==> src/hdl/rgbh_pkg.sv <==
`default_nettype none

package rgbh_pkg;

    localparam int PIX_W      = 8;
    localparam int BIN_W      = 9;
    localparam int GRID_W     = 4;
    localparam int CFG_IDX_W  = 3;
    localparam int CFG_DATA_W = 8;

    // pixel_b, pixel_g, pixel_r, bin_index packed from the lowest bit up
    localparam int IN_FIELDS_W = 3 * PIX_W + BIN_W;
    localparam int IN_DATA_W   = ((IN_FIELDS_W + 7) / 8) * 8;

    localparam logic [CFG_IDX_W-1:0] CFG_GRID_SIZE = 3'd0;
    localparam logic [CFG_IDX_W-1:0] CFG_TARGET_B  = 3'd1;
    localparam logic [CFG_IDX_W-1:0] CFG_TARGET_G  = 3'd2;
    localparam logic [CFG_IDX_W-1:0] CFG_TARGET_R  = 3'd3;
    localparam logic [CFG_IDX_W-1:0] CFG_NEW_B     = 3'd4;
    localparam logic [CFG_IDX_W-1:0] CFG_NEW_G     = 3'd5;
    localparam logic [CFG_IDX_W-1:0] CFG_NEW_R     = 3'd6;

    localparam logic [GRID_W-1:0] GRID_RESET = 4'd3;

    typedef struct packed {
        logic clr;    // zero one store entry of the clearing pass
        logic load;   // capture the input beat
        logic level;  // register channel levels and recolor values
        logic bin;    // register bin address and target hit
        logic rd;     // read the store
        logic wr;     // write back the count and load the output register
    } t_cmd;

    typedef struct packed {
        logic clr_last;  // clearing pass is at its last entry
        logic out_free;  // output register can take a result
    } t_sts;

endpackage

`default_nettype wire

==> src/hdl/rgbh_ctrl.sv <==
`default_nettype none

module rgbh_ctrl
    import rgbh_pkg::*;
(
    input  wire  i_clk,
    input  wire  i_rst_n,
    input  wire  i_in_valid,
    output logic o_in_ready,
    output t_cmd o_cmd,
    input  t_sts i_sts
);

    typedef enum logic [2:0] {
        S_CLEAR,
        S_IDLE,
        S_LEVEL,
        S_BIN,
        S_READ,
        S_WRITE
    } t_state;

    t_state r_state;
    t_state n_state;

    always_comb begin
        n_state    = r_state;
        o_cmd      = '0;
        o_in_ready = 1'b0;
        case (r_state)
            S_CLEAR: begin
                o_cmd.clr = 1'b1;
                if (i_sts.clr_last) begin
                    n_state = S_IDLE;
                end
            end
            S_IDLE: begin
                o_in_ready = 1'b1;
                if (i_in_valid) begin
                    o_cmd.load = 1'b1;
                    n_state    = S_LEVEL;
                end
            end
            S_LEVEL: begin
                o_cmd.level = 1'b1;
                n_state     = S_BIN;
            end
            S_BIN: begin
                o_cmd.bin = 1'b1;
                n_state   = S_READ;
            end
            S_READ: begin
                o_cmd.rd = 1'b1;
                n_state  = S_WRITE;
            end
            S_WRITE: begin
                // hold until the output register is free, then commit once
                if (i_sts.out_free) begin
                    o_cmd.wr = 1'b1;
                    n_state  = S_IDLE;
                end
            end
            default: begin
                n_state = S_IDLE;
            end
        endcase
    end

    always_ff @(posedge i_clk) begin
        if (!i_rst_n) begin
            r_state <= S_CLEAR;
        end else begin
            r_state <= n_state;
        end
    end

    a_one_at_a_time: assert property (@(posedge i_clk) disable iff (!i_rst_n)
        (i_in_valid && o_in_ready) |=> !o_in_ready)
        else $error("second beat taken while an item is in flight");

    a_read_before_write: assert property (@(posedge i_clk) disable iff (!i_rst_n)
        o_cmd.rd |=> (r_state == S_WRITE))
        else $error("store read not followed by write-back stage");

endmodule

`default_nettype wire

==> config.mk <==
export PLATFORM = sky130hd
export DESIGN_NAME = rgbh_ctrl
export DESIGN_NICKNAME = d
export VERILOG_FILES = /design/src/hdl/rgbh_pkg.sv /design/src/hdl/rgbh_ctrl.sv
export SDC_FILE = /design/constraint.sdc
export NUM_CORES = 1
export LEC_CHECK = 0
export BUFFER_PORTS_ARGS = -buffer_cell sky130_fd_sc_hd__buf_2
export CORE_AREA = 2 2 39 41
export DETAILED_ROUTE_END_ITERATION = 12
export DIE_AREA = 0 0 41 43
export PLACE_DENSITY_LB_ADDON = 0.3
export SLEW_MARGIN = 20
export SYNTH_ARGS = -nofsm -noshare
export SYNTH_HDL_FRONTEND = slang
export SYNTH_SLANG_ARGS = --single-unit
==> constraint.sdc <==
create_clock -name i_clk -period 0.9 [get_ports i_clk]
set_input_delay 0.045 -clock i_clk [delete_from_list [all_inputs] [get_ports i_clk]]
set_output_delay 0.045 -clock i_clk [all_outputs]
set_load 0.005 [all_outputs]
# --- After elaboration in Yosys (flattened, before gate mapping) ---
# Index checks and enable logic that the tools add are counted.
op_classes:
  muxes: 13
  n_eq_ne: 8
  n_reduce_logical: 2
op_table:
  columns: ["op", "count"]
  rows:
  - ["3-bit case mux with 6 select lines", 1]
  - ["1-bit two-way mux", 9]
  - ["3-bit two-way mux", 3]
  - ["3-bit by 2-bit == test with 1-bit output, second input constant", 2]
  - ["3-bit == test, second input constant", 2]
  - ["2-bit != test, second input constant", 3]
  - ["3-bit by 1-bit == test with 1-bit output, second input constant", 1]
  - ["3-bit logical NOT", 1]
  - ["3-bit AND reduction", 1]
word_totals:
  out_inout_bits: 7
  wordCells: 24
  input_bits: 5
  ff_bits: 3

# --- Longest topological paths before layout ---
depth:
  word_depth: 3
  ltp_mapped: 4
  depth_no_buf: 3

# --- Least setup slack after synthesis ---
# OpenSTA, ideal clock, no wires.
synth_path:
  path_type: "register -> register"
  startpoint: "register r_state[0]"
  endpoint: "register r_state[0]"
  setup_slack_ps: -54
  setup_time_ps: 115
  arrival_time_ps: 839
  stages_incl_launch_ff: 4
  path_buffers: 1
  cell_sequence: "dfxtp_1 > buf_6 > o31a_1 > o21a_1"
synth_between:
  elab_chain_cells: 3
  word_cells_on_any_way: 11
synth_rtl:
  columns: ["element", "line_no", "source"]
  rows:
  - ["from (decl)", "rgbh_ctrl.sv:23", "t_state r_state;"]
  - ["from (signal assigned)", "rgbh_ctrl.sv:73", "r_state <= n_state;"]
  - ["3-bit == test, or another cell as far along", "rgbh_ctrl.sv:30", "case (r_state)"]
  - ["2-bit != test (no source line)", null, null]
  - ["3-bit AND reduction (no source line)", null, null]
# Parallel ways exist; a longest one is shown, timed or not.
# A chain may end at the register's enable or synchronous reset.

==> summary.md <==
| Metric | Value |
|---|---|
| Status | `finished, violations left` |
| Failing checks | `negative setup slack` |
| Crit Path Class | `reg -> out` |
| Net Sw Power | `137.0 µW` |
| I/O Pins | `12` |
| Element type at the critical path end | `output pin` |
| Die Width | `41 µm` |
| Max FFs per register | `3` |
| Cells after synthesis | `21` |
| RSZ-0062 raised after global routing | `yes` |
| # rows | `14` |
| Total grt overflow | `0` |
| # hold bufs at CTS | `0` |
| I/O Buffers | `11` |
| Largest family of logic cells by synthesized area | `simple AND/OR/NAND/NOR gates` |
| Synth Area per Inst | `8.878 µm²` |
| Switching power share of the total | `25.01%` |
| Slew HR | `87.96%` |
| Compound-Gate Fraction of Synth Area | `18.12%` |
| Final setup fails | `10` |
| Worst-path clk slew | `0.04 ns` |
| Clock skew | `0.00004657 ns` |
| Synthesized Nets | `26` |
| Syn. warnings | `0` |
| Worst skew pair latency | `0.23 ns` |
| Slew Limit Fails | `0` |
| Routability Congestion | `0.6148` |
| CTS Root Cell | `clkbuf_4` |
| Max Buffers Root-to-Sink | `2` |
| Seq/Total Area, Yosys | `32.21%` |
| Fin area | `407.9 µm²` |
| Worst-Margin Slew | `0.1756 ns` |
| CTS tree | `built` |
| Mapped Area | `186.4 µm²` |
| Sequential Power Share | `29.2%` |
| Peak supply drop | `0.0009770 V` |
| Clock share of power | `41.6%` |
| Largest net degree at the start of global routing | `9` |
| Mux cell area share after synthesis | `5.369%` |
| Pwr/cell area | `1343 nW/µm²` |
| Placed Area | `287.8 µm²` |
| Post-DP HPWL | `395.1 µm` |
| Initial antenna violation count | `0` |
| #FFs+latches synth | `3` |
| Reg2reg setup slack | `-0.11 ns` |
| Crit path time final | `1.041 ns` |
| Worst-path fanout max | `6` |
| Fraction of the mapped netlist area in adder cells | `0%` |
| Area of the die | `1763 µm²` |
| # diodes | `0` |
| Initial Util | `13.47%` |
| Post-synthesis simple-gate area fraction | `38.26%` |
| Unique cell type count in the Yosys netlist | `16` |
| Final setup margin | `-0.1413 ns` |
| Via/cell ratio | `3.900` |
| Gate power share | `29.2%` |
| Vias in the first global route | `208` |
| Leakage power | `0.1966 nW` |
| Period Utilization, post-route | `115.7%` |
| Drt wl/cell | `10.10 µm` |
| Htree depth | `1` |
| Hold Fails Final Rpt | `0` |
| Via count | `234` |
| Core area | `1384 µm²` |
| Post-Route WL | `606 µm` |
| Syn-to-layout area delta | `118.8%` |
| GRT Total Usage | `7.121%` |
| Clock sink count | `3` |
| Tightest Hold Check Type | `in -> reg` |
| Most flops, register | `r_state` |
| Final core utilization | `29.48%` |
| CTS buffer count | `3` |
| Top flop regs | `r_state x3` |
| Type of origin of the critical path | `flop` |
| Int Power | `410.8 µW` |
| DRT iter0 DRCs | `1` |
| Crit path arrival time | `1.00 ns` |
| CP cell instances | `buf_6 > nor3b_2 > buf_2` |
| Die span in y | `43 µm` |
| Fmax | `960.3 MHz` |
| First-pass GRT wire length | `841 µm` |
| # DRC | `0` |
| Max-Cap Viols | `0` |
| Slowest Stage Delay on Critical Path | `0.35 ns` |
| Antenna-violating nets left | `0` |
| DRT Pass-1 Iters | `2` |
| Layout net count | `50` |
| Slowest CP cell | `dfxtp_4` |
| Layout cells sized above 1 | `75.00%` |
| Synth Area in XOR/XNOR | `0%` |
| Req. time, crit path | `0.85 ns` |
## synthesized netlist by cell type (all sizes together)
cell type | n | area share [%]
dfxtp | 3 | 32
nor3b | 3 | 15
nor2 | 2 | 4.0
o21a | 2 | 8.1
a21oi | 1 | 2.7
and2 | 1 | 3.4
and3b | 1 | 4.7
buf | 1 | 6.0
mux2i | 1 | 5.4
nand2 | 1 | 2.0
nand2b | 1 | 3.4
nor2b | 1 | 3.4
nor3 | 1 | 2.7
o21ai | 1 | 2.7
o31a | 1 | 4.7
## logic make-up after synthesis
group,count (synthesis)
and+or+nand+nor,11
AOI/OAI and AO/OA,5
buffers and inverters,1
muxes,1
DFF,3
## per-layer routing
metal  up-vias  part of all wire, %  wire, µm  global-route usage [%]
met3         0                  8.7        53                   4.712
li1        121                    -         -                       -
met5         -                    0         0                       0
met1       101                   49       294                   9.615
met4         0                    0         0                   2.000
met2        12                   43       258                   9.063
## layout make-up
cell class              count  area (µm²)
clock buffers               4       26.28
repair buffers             20       141.4
flip-flops and latches      3       71.32
multi-input cells          17       148.9
fillers                   158       975.9
well taps                  16       20.02
## worst max-delay path, delay by kind of cell, from the launching register on
| family | cells | cell delay, ns |
|---|---|---|
| buf+inv | 2 | 0.25 |
| flops | 1 | 0.35 |
| simple gates | 1 | 0.16 |
## cells in the final DEF, fill, tap and decap left out, drive strengths merged
cell type	count
a21oi	1
and2	1
and3b	1
buf	20
clkbuf	4
dfxtp	3
mux2i	1
nand2	1
nand2b	1
nor2	2
nor2b	1
nor3	1
nor3b	3
o21a	2
o21ai	1
o31a	1
## power groups by stage
| stage | Sequential, mW | Clock (mW) | Combinational (mW) |
|---|---|---|---|
| 5_1_grt | 0.162 | 0.256 | 0.177 |
| 3_3_place_gp | 0.165 | 0 | 0.104 |
| 6_report | 0.160 | 0.228 | 0.160 |
| 2_1_floorplan | 0.155 | 0 | 0.0644 |
| 4_1_cts | 0.162 | 0.238 | 0.124 |
| 3_5_place_dp | 0.165 | 0 | 0.104 |
## metrics by stage
step	std cells	worst slack, ns	power [mW]	setup TNS, ns	hold WS [ns]
floorplan	21	0.001179	0.2198	0	0.1625
global placement	52	-0.05199	0.2689	-0.1922	0.2871
detailed placement	52	-0.04148	0.2692	-0.1946	0.2950
CTS	57	-0.1684	0.5239	-0.9258	0.05821
global route	60	-0.2199	0.5947	-1.517	0.06726
finish	60	-0.1413	0.5478	-0.9487	0.06291
## timing repair
item / in CTS / in global routing
setup buffers: 2 / 3
pin swaps: 4 / 5
resized for setup: 13 / 6
endpoints found under the setup margin: 9 / 10
## worst paths after layout
check        cells past startpoint        from         end
max                              3  r_state[0]    o_cmd[3]
min                              2     i_rst_n  r_state[0]
max reg2reg                      3  r_state[1]  r_state[0]
min reg2reg                      2  r_state[2]  r_state[1]
Power figures use the tool's default switching activity.
